## src/rtl/bpa_pkg.sv

```systemverilog
// Shared types and constants for the bitmap page allocator.
`default_nettype none

package bpa_pkg;

    // Map geometry: MAP_WORDS words of WORD_BITS pages each.
    localparam int MAP_WORDS = 16;
    localparam int WORD_BITS = 32;

    // Fixed field widths of the request and response beats.
    localparam int KIND_W   = 2;
    localparam int PAGE_W   = 9;
    localparam int COUNT_W  = 10;
    localparam int STATUS_W = 2;

    // Request kinds.
    localparam logic [KIND_W-1:0] KIND_ALLOC = 2'd0;
    localparam logic [KIND_W-1:0] KIND_FREE  = 2'd1;
    localparam logic [KIND_W-1:0] KIND_INIT  = 2'd2;

    // Response status codes.
    localparam logic [STATUS_W-1:0] ST_OK       = 2'd0;
    localparam logic [STATUS_W-1:0] ST_NO_FREE  = 2'd1;
    localparam logic [STATUS_W-1:0] ST_BAD_PAGE = 2'd2;

    // Configuration register indexes.
    localparam logic REG_FIRST_USABLE = 1'b0;
    localparam logic REG_PAGE_COUNT   = 1'b1;

    // Saturation point of the free page counter.
    localparam logic [COUNT_W-1:0] TOTAL_MAX = 10'd1023;

    // Commands from the controller to the datapath.
    typedef struct packed {
        logic accept;
        logic set_nofree;
        logic set_bad;
        logic step;
        logic scan;
        logic alloc_wr;
        logic free_wr;
        logic init_wr;
        logic init_done;
        logic load_out;
    } bpa_cmd_t;

    // Status from the datapath to the controller.
    typedef struct packed {
        logic total_zero;
        logic page_bad;
        logic seek_hit;
        logic word_last;
        logic scan_found;
        logic scan_empty;
        logic out_free;
    } bpa_sts_t;

endpackage

`default_nettype wire

```

## src/rtl/bpa_ctrl.sv

```systemverilog
// Request sequencer of the bitmap page allocator.
`default_nettype none

module bpa_ctrl
    import bpa_pkg::*;
(
    input  wire logic              clk,
    input  wire logic              rst_n,
    input  wire logic              in_valid,
    output logic                   in_ready,
    input  wire logic [KIND_W-1:0] kind,
    input  wire bpa_sts_t          sts,
    output bpa_cmd_t               cmd
);

    typedef enum logic [5:0] {
        S_IDLE = 6'b000001,
        S_SCAN = 6'b000010,
        S_SEEK = 6'b000100,
        S_FWR  = 6'b001000,
        S_INIT = 6'b010000,
        S_RESP = 6'b100000
    } state_t;

    state_t state_reg;
    state_t state_next;

    assign in_ready = (state_reg == S_IDLE);

    // Next state and command decode.
    always_comb
    begin
        state_next = state_reg;
        cmd        = '0;
        unique case (state_reg)
            S_IDLE:
            begin
                if (in_valid)
                begin
                    cmd.accept = 1'b1;
                    unique case (kind)
                        KIND_ALLOC:
                        begin
                            if (sts.total_zero)
                            begin
                                cmd.set_nofree = 1'b1;
                                state_next     = S_RESP;
                            end
                            else
                            begin
                                state_next = S_SCAN;
                            end
                        end
                        KIND_FREE:
                        begin
                            if (sts.page_bad)
                            begin
                                cmd.set_bad = 1'b1;
                                state_next  = S_RESP;
                            end
                            else
                            begin
                                state_next = S_SEEK;
                            end
                        end
                        KIND_INIT:
                        begin
                            state_next = S_INIT;
                        end
                        default:
                        begin
                            state_next = S_RESP;
                        end
                    endcase
                end
            end
            S_SCAN:
            begin
                cmd.scan = 1'b1;
                cmd.step = 1'b1;
                if (sts.scan_found)
                begin
                    cmd.alloc_wr = 1'b1;
                    state_next   = S_RESP;
                end
                else if (sts.scan_empty)
                begin
                    cmd.set_nofree = 1'b1;
                    state_next     = S_RESP;
                end
            end
            S_SEEK:
            begin
                if (sts.seek_hit)
                begin
                    state_next = S_FWR;
                end
                else
                begin
                    cmd.step = 1'b1;
                end
            end
            S_FWR:
            begin
                cmd.free_wr = 1'b1;
                state_next  = S_RESP;
            end
            S_INIT:
            begin
                cmd.init_wr = 1'b1;
                cmd.step    = 1'b1;
                if (sts.word_last)
                begin
                    cmd.init_done = 1'b1;
                    state_next    = S_RESP;
                end
            end
            S_RESP:
            begin
                if (sts.out_free)
                begin
                    cmd.load_out = 1'b1;
                    state_next   = S_IDLE;
                end
            end
            default:
            begin
                state_next = S_IDLE;
            end
        endcase
    end

    // State register.
    always_ff @(posedge clk or negedge rst_n)
    begin
        if (!rst_n)
        begin
            state_reg <= S_IDLE;
        end
        else
        begin
            state_reg <= state_next;
        end
    end

endmodule

`default_nettype wire

```

## src/rtl/bpa_dp.sv

```systemverilog
// Datapath of the bitmap page allocator: free map memory, counters and result register.
`default_nettype none

module bpa_dp
    import bpa_pkg::*;
(
    input  wire logic                clk,
    input  wire logic                rst_n,
    input  wire logic [PAGE_W-1:0]   page,
    input  wire logic [PAGE_W-1:0]   first_usable,
    input  wire logic [COUNT_W-1:0]  page_count,
    input  wire bpa_cmd_t            cmd,
    output bpa_sts_t                 sts,
    input  wire logic                out_ready,
    output logic                     out_valid,
    output logic [STATUS_W-1:0]      status,
    output logic [PAGE_W-1:0]        alloc_page,
    output logic [COUNT_W-1:0]       free_pages
);

    localparam int CAPACITY = MAP_WORDS * WORD_BITS;
    localparam int WB_W     = $clog2(WORD_BITS);
    localparam int W_W      = (MAP_WORDS > 1) ? $clog2(MAP_WORDS) : 1;
    localparam int AW       = $clog2(CAPACITY + 1024);
    localparam logic [W_W-1:0] LAST_WORD = W_W'(MAP_WORDS - 1);
    localparam logic [AW-1:0]  CAP_A     = AW'(CAPACITY);
    localparam logic [AW-1:0]  WB_A      = AW'(WORD_BITS);

    // Free map storage; a word not yet written reads as all zero.
    logic [WORD_BITS-1:0] mem [MAP_WORDS];
    logic [MAP_WORDS-1:0] wvalid_reg;
    logic [MAP_WORDS-1:0] wvalid_next;

    logic [W_W-1:0]       w_reg, w_next;
    logic [AW-1:0]        base_reg, base_next;
    logic [PAGE_W-1:0]    page_reg, page_next;
    logic [COUNT_W-1:0]   total_reg, total_next;
    logic [STATUS_W-1:0]  st_reg, st_next;
    logic [PAGE_W-1:0]    given_reg, given_next;

    logic [WORD_BITS-1:0] q_reg;
    logic                 qv_reg;
    logic [W_W-1:0]       q_w_reg;
    logic [AW-1:0]        q_base_reg;
    logic                 q_vld_reg;

    logic                 out_valid_reg, out_valid_next;
    logic [STATUS_W-1:0]  out_st_reg;
    logic [PAGE_W-1:0]    out_page_reg;
    logic [COUNT_W-1:0]   out_total_reg;

    logic [AW-1:0]        limit_a;
    logic [COUNT_W-1:0]   limit;
    logic [AW-1:0]        first_a;
    logic [COUNT_W-1:0]   init_count;
    logic [WORD_BITS-1:0] q_data;
    logic [WORD_BITS-1:0] q_low;
    logic [WB_W-1:0]      q_idx;
    logic [AW-1:0]        alloc_pos;
    logic [AW-1:0]        page_a;
    logic [AW-1:0]        page_off;
    logic [WORD_BITS-1:0] init_mask;
    logic                 wr_en;
    logic [W_W-1:0]       wr_addr;
    logic [WORD_BITS-1:0] wr_data;

    // Encode a one-hot word into the index of its set bit.
    function automatic logic [WB_W-1:0] onehot_index(input logic [WORD_BITS-1:0] oh);
        logic [WB_W-1:0] idx;
        idx = '0;
        for (int k = 0; k < WB_W; k++)
        begin
            for (int b = 0; b < WORD_BITS; b++)
            begin
                idx[k] = idx[k] | (oh[b] & ((b >> k) & 1) == 1);
            end
        end
        return idx;
    endfunction

    // Effective page count, clipped to the map capacity.
    assign limit_a    = (AW'(page_count) > CAP_A) ? CAP_A : AW'(page_count);
    assign limit      = limit_a[COUNT_W-1:0];
    assign first_a    = AW'(first_usable);
    assign init_count = (AW'(first_usable) < limit_a) ?
                        COUNT_W'(limit_a - first_a) : '0;

    // Lowest free page in the word under inspection.
    assign q_data    = qv_reg ? q_reg : '0;
    assign q_low     = q_data & (~q_data + WORD_BITS'(1));
    assign q_idx     = onehot_index(q_low);
    assign alloc_pos = q_base_reg + AW'(q_idx);

    // Bit offset of the released page within its word.
    assign page_a   = AW'(page_reg);
    assign page_off = page_a - base_reg;

    // Pages of the current word that init marks free.
    always_comb
    begin
        logic [AW-1:0] pos;
        init_mask = '0;
        for (int b = 0; b < WORD_BITS; b++)
        begin
            pos          = base_reg + AW'(b);
            init_mask[b] = (pos >= first_a) && (pos < limit_a);
        end
    end

    // Status toward the controller.
    always_comb
    begin
        sts.total_zero = (total_reg == '0);
        sts.page_bad   = (COUNT_W'(page) >= limit);
        sts.seek_hit   = (page_a < (base_reg + WB_A));
        sts.word_last  = (w_reg == LAST_WORD);
        sts.scan_found = q_vld_reg && (q_data != '0);
        sts.scan_empty = q_vld_reg && (q_data == '0) && (q_w_reg == LAST_WORD);
        sts.out_free   = !out_valid_reg || out_ready;
    end

    // Map write port selection.
    always_comb
    begin
        wr_en   = 1'b0;
        wr_addr = w_reg;
        wr_data = init_mask;
        priority if (cmd.init_wr)
        begin
            wr_en = 1'b1;
        end
        else if (cmd.alloc_wr)
        begin
            wr_en   = 1'b1;
            wr_addr = q_w_reg;
            wr_data = q_data & ~q_low;
        end
        else if (cmd.free_wr)
        begin
            wr_en   = 1'b1;
            wr_data = q_data | (WORD_BITS'(1) << page_off[WB_W-1:0]);
        end
    end

    // Map memory with registered read at the current word.
    always_ff @(posedge clk)
    begin
        if (wr_en)
        begin
            mem[wr_addr] <= wr_data;
        end
        q_reg      <= mem[w_reg];
        q_w_reg    <= w_reg;
        q_base_reg <= base_reg;
    end

    // Word walk, request fields, counter and pending result.
    always_comb
    begin
        w_next      = w_reg;
        base_next   = base_reg;
        page_next   = page_reg;
        total_next  = total_reg;
        st_next     = st_reg;
        given_next  = given_reg;
        wvalid_next = wvalid_reg;
        if (wr_en)
        begin
            wvalid_next[wr_addr] = 1'b1;
        end
        if (cmd.accept)
        begin
            w_next     = '0;
            base_next  = '0;
            page_next  = page;
            given_next = '0;
            st_next    = ST_OK;
        end
        else if (cmd.step && (w_reg != LAST_WORD))
        begin
            w_next    = w_reg + W_W'(1);
            base_next = base_reg + WB_A;
        end
        if (cmd.set_bad)
        begin
            st_next = ST_BAD_PAGE;
        end
        else if (cmd.set_nofree)
        begin
            st_next = ST_NO_FREE;
        end
        if (cmd.alloc_wr)
        begin
            given_next = alloc_pos[PAGE_W-1:0];
            total_next = total_reg - COUNT_W'(1);
        end
        if (cmd.free_wr && (total_reg != TOTAL_MAX))
        begin
            total_next = total_reg + COUNT_W'(1);
        end
        if (cmd.init_done)
        begin
            total_next = init_count;
        end
    end

    always_ff @(posedge clk)
    begin
        page_reg  <= page_next;
        st_reg    <= st_next;
        given_reg <= given_next;
        w_reg     <= w_next;
        base_reg  <= base_next;
    end

    always_ff @(posedge clk or negedge rst_n)
    begin
        if (!rst_n)
        begin
            wvalid_reg <= '0;
            total_reg  <= '0;
            q_vld_reg  <= 1'b0;
            qv_reg     <= 1'b0;
        end
        else
        begin
            wvalid_reg <= wvalid_next;
            total_reg  <= total_next;
            q_vld_reg  <= cmd.scan;
            qv_reg     <= wvalid_reg[w_reg];
        end
    end

    // Result register; holds a beat while the next request is taken.
    always_comb
    begin
        out_valid_next = out_valid_reg;
        if (cmd.load_out)
        begin
            out_valid_next = 1'b1;
        end
        else if (out_ready)
        begin
            out_valid_next = 1'b0;
        end
    end

    always_ff @(posedge clk or negedge rst_n)
    begin
        if (!rst_n)
        begin
            out_valid_reg <= 1'b0;
        end
        else
        begin
            out_valid_reg <= out_valid_next;
        end
    end

    always_ff @(posedge clk)
    begin
        if (cmd.load_out)
        begin
            out_st_reg    <= st_reg;
            out_page_reg  <= given_reg;
            out_total_reg <= total_reg;
        end
    end

    assign out_valid  = out_valid_reg;
    assign status     = out_st_reg;
    assign alloc_page = out_page_reg;
    assign free_pages = out_total_reg;

endmodule

`default_nettype wire

```

## src/rtl/bitmap_page_allocator_top.sv

```systemverilog
// Top level of the bitmap page allocator: configuration registers and unit wiring.
`default_nettype none

// First-fit page allocator over a bitmap of MAP_WORDS words of WORD_BITS pages,
// one bit per page, set when the page is free, plus a count of free pages.
// Every request beat yields exactly one response beat. One request is worked at
// a time; the map sits in a memory with one registered read, so requests walk it
// one word per cycle. After accept, alloc scans words until it finds a free
// page or passes the last word; free steps to the page's word and sets the
// page's bit there; init writes every word of the map. Each then returns its
// result. Requests that answer at once (empty count, page out of range, unused
// kind) go straight from accept to result. The map needs no clearing pass
// after reset: per-word valid bits make unwritten words read as empty.
// Registers may be written only while idle.
module bitmap_page_allocator_top
    import bpa_pkg::*;
(
    input  wire logic                clk,
    input  wire logic                rst_n,
    input  wire logic                in_valid,
    output logic                     in_ready,
    input  wire logic [KIND_W-1:0]   kind,
    input  wire logic [PAGE_W-1:0]   page,
    output logic                     out_valid,
    input  wire logic                out_ready,
    output logic [STATUS_W-1:0]      status,
    output logic [PAGE_W-1:0]        alloc_page,
    output logic [COUNT_W-1:0]       free_pages,
    input  wire logic                cfg_valid,
    output logic                     cfg_ready,
    input  wire logic                cfg_index,
    input  wire logic [COUNT_W-1:0]  cfg_data
);

    logic [PAGE_W-1:0]  first_usable_reg, first_usable_next;
    logic [COUNT_W-1:0] page_count_reg, page_count_next;
    bpa_cmd_t           cmd;
    bpa_sts_t           sts;

    assign cfg_ready = 1'b1;

    // Configuration register writes.
    always_comb
    begin
        first_usable_next = first_usable_reg;
        page_count_next   = page_count_reg;
        if (cfg_valid)
        begin
            unique case (cfg_index)
                REG_FIRST_USABLE: first_usable_next = cfg_data[PAGE_W-1:0];
                REG_PAGE_COUNT:   page_count_next   = cfg_data;
                default:          page_count_next   = page_count_reg;
            endcase
        end
    end

    always_ff @(posedge clk or negedge rst_n)
    begin
        if (!rst_n)
        begin
            first_usable_reg <= PAGE_W'(1);
            page_count_reg   <= COUNT_W'(512);
        end
        else
        begin
            first_usable_reg <= first_usable_next;
            page_count_reg   <= page_count_next;
        end
    end

    // Request sequencer.
    bpa_ctrl u_ctrl (
        .clk      (clk),
        .rst_n    (rst_n),
        .in_valid (in_valid),
        .in_ready (in_ready),
        .kind     (kind),
        .sts      (sts),
        .cmd      (cmd)
    );

    // Map, counters and result register.
    bpa_dp u_dp (
        .clk          (clk),
        .rst_n        (rst_n),
        .page         (page),
        .first_usable (first_usable_reg),
        .page_count   (page_count_reg),
        .cmd          (cmd),
        .sts          (sts),
        .out_ready    (out_ready),
        .out_valid    (out_valid),
        .status       (status),
        .alloc_page   (alloc_page),
        .free_pages   (free_pages)
    );

endmodule

`default_nettype wire

```

## config.mk

```make
export PLATFORM = sky130hd
export DESIGN_NAME = bitmap_page_allocator_top
export DESIGN_NICKNAME = d
export VERILOG_FILES = /design/src/rtl/bpa_pkg.sv /design/src/rtl/bpa_ctrl.sv /design/src/rtl/bpa_dp.sv /design/src/rtl/bitmap_page_allocator_top.sv
export SDC_FILE = /design/constraint.sdc
export NUM_CORES = 1
export LEC_CHECK = 0
export BUFFER_PORTS_ARGS = -buffer_cell sky130_fd_sc_hd__buf_2
export CAP_MARGIN = 30
export CELL_PAD_IN_SITES_DETAIL_PLACEMENT = 1
export CELL_PAD_IN_SITES_GLOBAL_PLACEMENT = 1
export CORE_MARGIN = 2
export CORE_UTILIZATION = 45
export DETAILED_ROUTE_END_ITERATION = 8
export HOLD_SLACK_MARGIN = 0.02
export MAX_ROUTING_LAYER = met4
export PLACE_DENSITY = 0.75
export SLEW_MARGIN = 20
export SYNTH_ARGS = -nofsm -noshare
export SYNTH_HDL_FRONTEND = slang
export SYNTH_SLANG_ARGS = --single-unit
```

## constraint.sdc

```tcl
create_clock -name clk -period 4.15 [get_ports clk]
set_input_delay 0.6225 -clock clk [delete_from_list [all_inputs] [get_ports clk]]
set_output_delay 0.6225 -clock clk [all_outputs]
set_load 0.005 [all_outputs]
```

# Yosys cells after proc, flatten, opt, wreduce, memory -nomap -nowiden
# Memory sizes are Yosys's and may differ from the RTL's. A register that Yosys moved wholly into a read port is not among the register bits.
# Cells that the tools add are included.
# Widths: inputs -> output; s select.
word_totals:
  ff_bits: 123
  elab_cells: 336
  output_inout_bits: 24
  in_bits: 27
  ram_bits: 512
  mem_count: 1
memory_table:
  columns: ["memory", "words", "width", "read_ports", "rd_ports_with_merged_regs", "write_ports", "line_no", "rtl"]
  rows:
  - ["u_dp.mem", 16, 32, 1, 1, 1, "bpa_dp.sv:30", "logic [WORD_BITS-1:0] mem [MAP_WORDS];"]
classes:
  shift: 1
  n_reduce_logical: 52
  magnitude_cmp: 71
  n_bitwise: 82
  addsub: 39
  eq_ne: 17
  mux: 55
op_table:
  columns: ["operator", "count"]
  rows:
  - ["$ge 11x9->1", 32]
  - ["$lt 11x11->1", 31]
  - ["$add 11x5->11 const B", 16]
  - ["$mux 32", 4]
  - ["$add 11x4->11 const B", 8]
  - ["$or 1x1->1", 75]
  - ["$and 32x32->32", 2]
  - ["$not 32->32", 2]
  - ["$mux 10", 5]
  - ["$mux 6", 8]
  - ["$add 11x3->11 const B", 4]
  - ["$logic_and 1x1->1", 38]
  - ["$pmux 6 s6", 1]
  - ["$add 32x1->32 const B", 1]
  - ["$logic_not 32->1", 1]
  - ["$or 32x32->32", 1]
  - ["$reduce_bool 32->1", 1]
  - ["$shl 1x5->32 const A", 1]
  - ["$mux 1", 23]
  - ["$add 11x2->11 const B", 2]
  - ["$lt 9x11->1", 2]
  - ["$mux 9", 2]
  - ["$pmux 6 s3", 1]
  - ["$or 16x16->16", 1]
  - ["42 further kinds", 55]

# Longest topological paths before layout
# Gate-level depths: netlist (run 1).
logic_depth:
  depth_word: 21
  mapped_depth: 13
  ltp_nobuf: 12

# Modules after synthesis
# From an unflattened synthesis (run 1), not the netlist that was laid out.
hier_totals:
  cells_unflattened: 1666
  hier_area_um2: 27994.3
by_module_without_submodules:
  columns: ["mod", "cells_each", "area_each_um2", "instances", "seq_area_each_um2"]
  rows:
  - ["bpa_dp", 1570, 26760.7, 1, 18312.6]
  - ["bitmap_page_allocator_top", 43, 726.9, 1, 478.0]
  - ["bpa_ctrl", 53, 506.7, 1, 151.4]

# Worst setup path before layout (run 1)
# No wires, ideal clock.
synth_timing:
  path_kind: "reg-to-reg"
  from: "reg u_dp.q_reg[8] (read register of u_dp.mem)"
  to: "mem u_dp.mem[14][0], enable pin"
  setup_ns: 0.422
  arrival_ns: 3.331
  slack_ns: 0.397
  stages_incl_launch_ff: 7
  period_less_slack_ns: 3.753
  path_cell_list: "dfxtp_1 or4_4 o41ai_4 a41o_1 buf_2 a31oi_1 nor2_1"
synth_between:
  elab_chain_cells: 9
synth_rtl:
  columns: ["element", "line_no", "rtl"]
  rows:
  - ["start: declaration", "bpa_dp.sv:41", "logic [WORD_BITS-1:0] q_reg;"]
  - ["$mux 32 (*)", "bpa_dp.sv:89", "assign q_data = qv_reg ? q_reg : '0;"]
  - ["$reduce_bool 32->1 (*)", "bpa_dp.sv:117", "sts.scan_found = q_vld_reg && (q_data != '0);"]
  - ["$logic_and 1x1->1 (*)", "bpa_dp.sv:117", null]
  - ["$mux 1 (*)", "bpa_ctrl.sv:81", "if (sts.scan_found)"]
  - ["$mux 2 (*)", "bpa_ctrl.sv:35", "unique case (state_reg)"]
  - ["$mux 1", "bpa_dp.sv:132", "else if (cmd.alloc_wr)"]
  - ["$mux 1", "bpa_dp.sv:128", "priority if (cmd.init_wr)"]
  - ["$mux 1", "bpa_dp.sv:148", "if (wr_en)"]
  - ["$mux 1 (not written as such)", "bpa_dp.sv:150", "mem[wr_addr] <= wr_data;"]
  - ["end: declaration", "bpa_dp.sv:30", null]
# Every way passes the cells marked *; elsewhere a longest branch is shown, timed or not.

# Final worst setup path (run 1)
layout_timing:
  from: "reg u_ctrl.state_reg[1]"
  to: "reg u_dp.total_reg[8]"
layout_between:
  elab_chain_cells: 5
layout_rtl:
  columns: ["element", "line_no", "rtl"]
  rows:
  - ["start: declaration", "bpa_ctrl.sv:25", "state_t state_reg;"]
  - ["start signal: assignment", "bpa_ctrl.sv:142", "state_reg <= state_next;"]
  - ["$eq 6x4->1", "bpa_ctrl.sv:35", null]
  - ["$mux 1", "bpa_ctrl.sv:35", null]
  - ["$logic_and 1x1->1", "bpa_dp.sv:197", "if (cmd.free_wr && (total_reg != TOTAL_MAX))"]
  - ["$mux 10", "bpa_dp.sv:197", null]
  - ["$mux 10", "bpa_dp.sv:201", "if (cmd.init_done)"]
  - ["end signal: assignment", "bpa_dp.sv:228", "total_reg <= total_next;"]
  - ["end: declaration", "bpa_dp.sv:37", "logic [COUNT_W-1:0] total_reg, total_next;"]
# Parallel ways exist; a longest one is shown, timed or not.
# A chain may end at the register's enable or synchronous reset.

==> results_dict.tcl, run 1 <==
set metrics [dict create \
    synth_compound_area_share_pct 6.50 \
    wl_per_cell_um 29.9 \
    stdcell_area_mm2 0.0322 \
    cts_num_sinks 657 \
    utilization_pct 52.4 \
    globalplace.congestion 0.946 \
    io_buffers 49 \
    initial_core_util_pct 45.3 \
    worst_pin_slew_ns 1.05 \
    rows 91 \
    ys_seq_area_share_pct 68.1 \
    synthMuxAreaShare_pct 13.8 \
    clockBufferDepth 3 \
    peakVddDrop_uv 391 \
    synthTopCellsByArea "edfxtp_1 60%, mux4_2 13%, dfrtp_1 4.6%" \
    placed_cell_area_mm2 0.0297 \
    synth_area_leader_cell "edfxtp_1" \
    routed_wl_um 79800 \
    async_reset_ff_share_pct 8.22 \
    dp_hpwl_um 51700 \
    overflow 0 \
    viasPerCell 6.26 \
    synth_warnings 0 \
    slew_headroom_pct 29.9 \
    ys.flop_type "edfxtp_1" \
    cpMostUsedCell "nor2_1" \
    netlist_area_mm2 0.0278 \
    cts_tree "yes" \
    path_clk_slew_ns 0.06 \
    grt_pass1_vias 17684 \
    synth_edf_count 551 \
    report.final.setup_viol 0 \
    yosys.area_share.simple_pct 6.48 \
    startpoint_type "flip-flop" \
    track_usage_pct 26.4 \
    total_power_mw 20.2 \
    clk_latency_ns 0.63 \
    die_area_mm2 0.0638 \
    outcome "finished clean" \
    slowest_delay_ns 0.58 \
    num_vias 16733 \
    largest_register_ffs 512 \
    num_io_pins 51 \
    drt_iter0_markers 1491 \
    firstDrtPassIters 5 \
    synth_top_family_by_area "multiplexers" \
    finalHoldViolCount 0 \
    htreeDepth 3 \
    finalNetCount 1907 \
    skew_ns 0.0248 \
    critPathKind "flip-flop to flip-flop" \
    hold_path.class "primary input to asynchronous set/reset pin" \
    dieHeight_um 253 \
    drc_errors 0 \
    areaGrowthSynthToFinish_pct 15.8 \
    fillers 5621 \
    slew_viol_final 0 \
    synthAdderAreaFrac_pct 2.44 \
    cts-root-buf "clkbuf_16" \
    cts_buffers 69 \
    coreArea_mm2 0.0614 \
    maxCapViolCount 0 \
    ys_seq_elements 657 \
    cellPowerDensity_mw_per_mm2 629 \
    crit_fanout 6 \
    ant_nets 0 \
    fp.dieW_um 253 \
    synthesis.nets 1756 \
    crit_slowest_cell "or4_1" \
    p_leak_nw 11.0 \
    rsz0062_at_grt "false" \
    critPathArrivalTime_ns 4.42 \
    min_period_ns 3.91 \
    crit_required_ns 4.66 \
    endpoint_kind "flip-flop" \
    syn_area_per_cell_um2 16.6 \
    synth_xor_area_share_pct 0.851 \
    yosysUniqueCellTypes 77 \
    grt_max_degree 132 \
    synthCells 1676 \
    fmax_mhz 256 \
    layout_worst_path_cycle_share_pct 94.2 \
    synth_top_cell_area_share_pct 59.5 \
    antenna_found_initial 2 \
    fin_tns_setup_ns 0 \
    grt_pass1_wl_um 120000 \
    crit_chain "or4_1 > or3b_2 > nor2_1 > inv_1 > fa_1 > a21o_1 > a21oi_1 > o21ai_0 > o41ai_2 > xnor2_1 > a221oi_1 > nor2_1" \
    drive_gt1_share_pct 26.2 \
]
## cell type report
| class | count | area [µm²] | share of cell area, % |
|---|---|---|---|
| Inverter | 45 | 169 | 0.525 |
| Tap cell | 790 | 988 | 3.07 |
| Antenna cell | 2 | 5.00 | 0.0156 |
| Clock inverter | 37 | 463 | 1.44 |
| Multi-Input combinational cell | 895 | 8530 | 26.5 |
| Sequential cell | 657 | 19000 | 58.9 |
| Timing Repair Buffer | 159 | 1220 | 3.81 |
| Clock buffer | 88 | 1850 | 5.74 |
## Yosys cell counts (17+ instances only)
cell and count:
edfxtp_1 551, mux4_2 165, nor2_1 126, nand2_1 88, clkbuf_1 57, o21ai_0 55
dfxtp_1 52, dfrtp_1 51, ha_1 51, inv_1 45, a21oi_1 37, o22ai_1 33
nor3_1 25, xnor2_1 23, nand3_1 22, a31oi_1 20, or2_2 19, buf_1 17
## power by group
group | switching [mW] | internal, mW | leakage, nW | total (mW)
sequential | 0.495 | 8.12 | 6.21 | 8.61
combinational | 3.09 | 2.22 | 3.63 | 5.31
clock | 2.63 | 3.69 | 1.12 | 6.32
## logic make-up after synthesis
| group | Yosys count |
|---|---|
| AOI/OAI and AO/OA | 264 |
| xor gates and xnor gates | 27 |
| adders and majority gates | 53 |
| buffers and inverters | 124 |
| DFF | 657 |
| muxes | 177 |
| other | 1 |
| and+or+nand+nor | 373 |
## through the flow
stage	setup WS, ns	hold slack [ns]	cells
floorplan	0.397	0.327	1676
global placement	0.167	0.401	2535
detailed placement	0.189	0.414	2539
CTS	0.185	0.0704	2664
global route	0.0391	0.0981	2673
finish	0.239	0.0774	2673
## timing repair
item | in CTS | in global routing
hold buffers | 0 | 0
setup endpoints to repair | 0 | 18
setup buffers | 0 | 0
endpoints found under the hold margin | 0 | 0
resized for setup | 0 | 3
## worst max-delay path: cells and delay by family, from the launching register on
kind	cells	cell delay, ns
simple gates	4	1.43
compound gates	5	1.19
fa+ha+maj	1	0.44
flops	1	0.43
buf+inv	1	0.20
xor+xnor	1	0.12
## final timing paths
kind | start | to | slack [ns] | cells after the start
setup / recovery | u_ctrl.state_reg[1] | u_dp.total_reg[8] | 0.24 | 12
hold / removal | rst_n | u_dp.out_valid | 0.08 | 1
setup reg to reg | u_ctrl.state_reg[1] | u_dp.total_reg[8] | 0.24 | 12
hold reg to reg | u_dp.given_reg[4] | u_dp.alloc_page[4] | 0.42 | 0
max in group asynchronous | rst_n | first_usable_reg[0] | 3.09 | 2
min in group clk | cfg_data[0] | first_usable_reg[0] | 0.22 | 3
## cells in the final DEF (no fill, tap or decap), types with 45 or more instances in the layout
cell type	instances
dfrtp_1	51
edfxtp_1	551
nand2_1	88
nor2_1	110
clkbuf_16	69
mux4_2	165
buf_4	96
dfxtp_1	48
o21ai_0	54
inv_1	45
ha_1	51
buf_2	50
## layer usage
metal  up-vias  share of wire (%)  GRT usage, %
met3       134                6.4          4.20
met1      8879                 41          34.6
met4         0                2.7          7.93
met2       703                 50          42.8
met5         -                  0             -
li1       7017                  -             -
No activity file was read; power rests on OpenSTA's default activity.
==> inputs of run 2 (changes only) <==
--- a/config.mk
+++ b/config.mk
@@ -9,8 +9,8 @@
 export CAP_MARGIN = 30
 export CELL_PAD_IN_SITES_DETAIL_PLACEMENT = 1
 export CELL_PAD_IN_SITES_GLOBAL_PLACEMENT = 1
-export CORE_MARGIN = 2
 export CORE_UTILIZATION = 45
+export CTS_BUF_LIST = sky130_fd_sc_hd__clkbuf_4 sky130_fd_sc_hd__clkbuf_8
 export DETAILED_ROUTE_END_ITERATION = 8
 export HOLD_SLACK_MARGIN = 0.02
 export MAX_ROUTING_LAYER = met4
==> run 2 against run 1 <==
  * Total power down 3.3%
  * Global-route usage decreased by 0.070 points
  * First-iteration DRC count grew 5.6%
  * Critical path depth fell by 3
  * Non-clock buffer count decreased by 7
  * Count of clock-buffer cells in the layout grew 62
  * Die area decreased by 1.6%
  * Cell count is 2.3% higher
  * Utilization is 0.37 points higher
  * Final area decreased by 0.40%
  * Combinational power shrank 3%
==> results_dict.tcl, run 2 (synthesis results as in run 1) <==
set metrics [dict create \
    outcome "finished clean" \
    crit_fanout 16 \
    setup_ws_ns 0.199 \
    track_usage_pct 26.3 \
    cts_buffers 107 \
    dp_hpwl_um 50300 \
    clockBufferDepth 3 \
    critPathArrivalTime_ns 4.37 \
    cellPowerDensity_mw_per_mm2 611 \
    crit_required_ns 4.56 \
    ant_nets 0 \
    fin_tns_setup_ns 0 \
    cts_tree "yes" \
    num_io_pins 51 \
    dieHeight_um 251 \
    drc_errors 0 \
    layout_worst_path_cycle_share_pct 95.2 \
    slew_headroom_pct 24.0 \
    die_area_mm2 0.0628 \
    holdWs_ns 0.0940 \
    fmax_mhz 253 \
    worst_pin_slew_ns 1.13 \
    initial_core_util_pct 45.8 \
    largest_register_ffs 512 \
    drt_iter0_markers 1575 \
    num_vias 16841 \
    postCtsSetupBuffers 0 \
    p_leak_nw 11.0 \
    cts_num_sinks 657 \
    coreArea_mm2 0.0607 \
    critPathKind "flip-flop to flip-flop" \
    utilization_pct 52.8 \
    dp_slack_ns 0.279 \
    slew_viol_final 0 \
    grt_pass1_wl_um 117000 \
    layout_common_cells "551 x edfxtp_1, 165 x mux4_2, 114 x clkbuf_8, 110 x nor2_1, 88 x nand2_1" \
    min_period_ns 3.95 \
    areaGrowthSynthToFinish_pct 15.3 \
    path_clk_slew_ns 0.06 \
    grt_max_degree 112 \
    skew_ns 0.0521 \
    drive_gt1_share_pct 28.6 \
    fp.dieW_um 251 \
    grt_pass1_vias 17677 \
    io_buffers 49 \
    htreeDepth 3 \
    finalNetCount 1938 \
    antenna_cells 0 \
    report.final.setup_viol 0 \
    clk_latency_ns 0.76 \
    firstDrtPassIters 8 \
    routed_wl_um 79400 \
    rsz0062_at_grt "false" \
    hold_path.class "primary input to flip-flop" \
    finalHoldViolCount 0 \
    overflow 0 \
    globalplace.congestion 0.950 \
    endpoint_kind "flip-flop" \
    post_cts_resize_count 0 \
    viasPerCell 6.16 \
    antenna_found_initial 0 \
    peakVddDrop_uv 282 \
    cts-root-buf "clkbuf_8" \
    maxCapViolCount 0 \
    rows 90 \
    mostFrequentLayoutCell "edfxtp_1" \
    total_power_mw 19.6 \
    fillers 5667 \
    startpoint_type "flip-flop" \
    wl_per_cell_um 29.0 \
]
[run 2: cell count changes in the layout (fill, tap and decap cells not counted), moves of 5 or more]
cell and change:
clkinv_2 +12, clkbuf_1 -14, buf_4 -11, clkbuf_8 +109, buf_12 +5, bufinv_16 -5, clkbuf_4 +35, clkinv_1 +16
clkbuf_16 -69
[run 2: report_power, final]
group	total [mW]	leakage [nW]	switching (mW)	internal, mW
Sequential	8.68	6.21	0.563	8.12
Combinational	5.14	3.59	2.96	2.18
Clock	5.75	1.18	2.66	3.09
Total	19.6	11.0	6.18	13.4
[run 2: final cells by class]
cell class	count	area, µm²	area share [%]
Clock inverter	54	368	1.15
Timing Repair Buffer	152	1230	3.85
Inverter	45	169	0.527
Clock buffer	150	1840	5.74
Sequential cell	657	19000	59.1
Tap cell	782	978	3.05
Multi-Input combinational cell	895	8510	26.6
[run 2: worst max-delay path, stage by stage (launching register included)]
cell,delay [ns]
dfstp_2,0.37
inv_1,0.39
nand2_1,0.23
ha_1,0.35
a21o_1,0.16
a211oi_1,0.52
nand2_1,0.21
or3_1,0.49
a21oi_1,0.26
a22o_1,0.64
[run 2: path summary, 6_finish.rpt]
kind                              startpoint             endpoint  slack, ns  depth (start not counted)
max                        page_count_reg[9]      u_dp.mem[8][15]       0.20                          9
min                                  page[7]     u_dp.page_reg[7]       0.09                          1
max reg2reg                page_count_reg[9]      u_dp.mem[8][15]       0.20                          9
min reg2reg                u_dp.given_reg[5]   u_dp.alloc_page[5]       0.42                          0
max in group asynchronous              rst_n  u_dp.wvalid_reg[13]       2.86                          3
min in group asynchronous              rst_n       u_dp.q_vld_reg       0.31                          2
[run 2: metal layers]
layer / up-vias / GRT usage, % / share of wire, %
li1: 7119 / - / -
met1: 8890 / 34.5 / 42
met2: 680 / 42.1 / 49
met3: 152 / 4.60 / 6.1
met4: 0 / 8.19 / 2.8
met5: - / - / 0
[run 2: what timing repair did]
item	4_1_cts	5_1_grt
hold buffers	1	0
endpoints found under the setup margin	0	0
endpoints found under the hold margin	11	0
[run 2: stage by stage]
stage	std cells	cell area (µm²)
2_1_floorplan	1676	27800
3_3_place_gp	2527	29800
3_5_place_dp	2529	29800
4_1_cts	2734	32000
5_1_grt	2735	32100
6_report	2735	32100
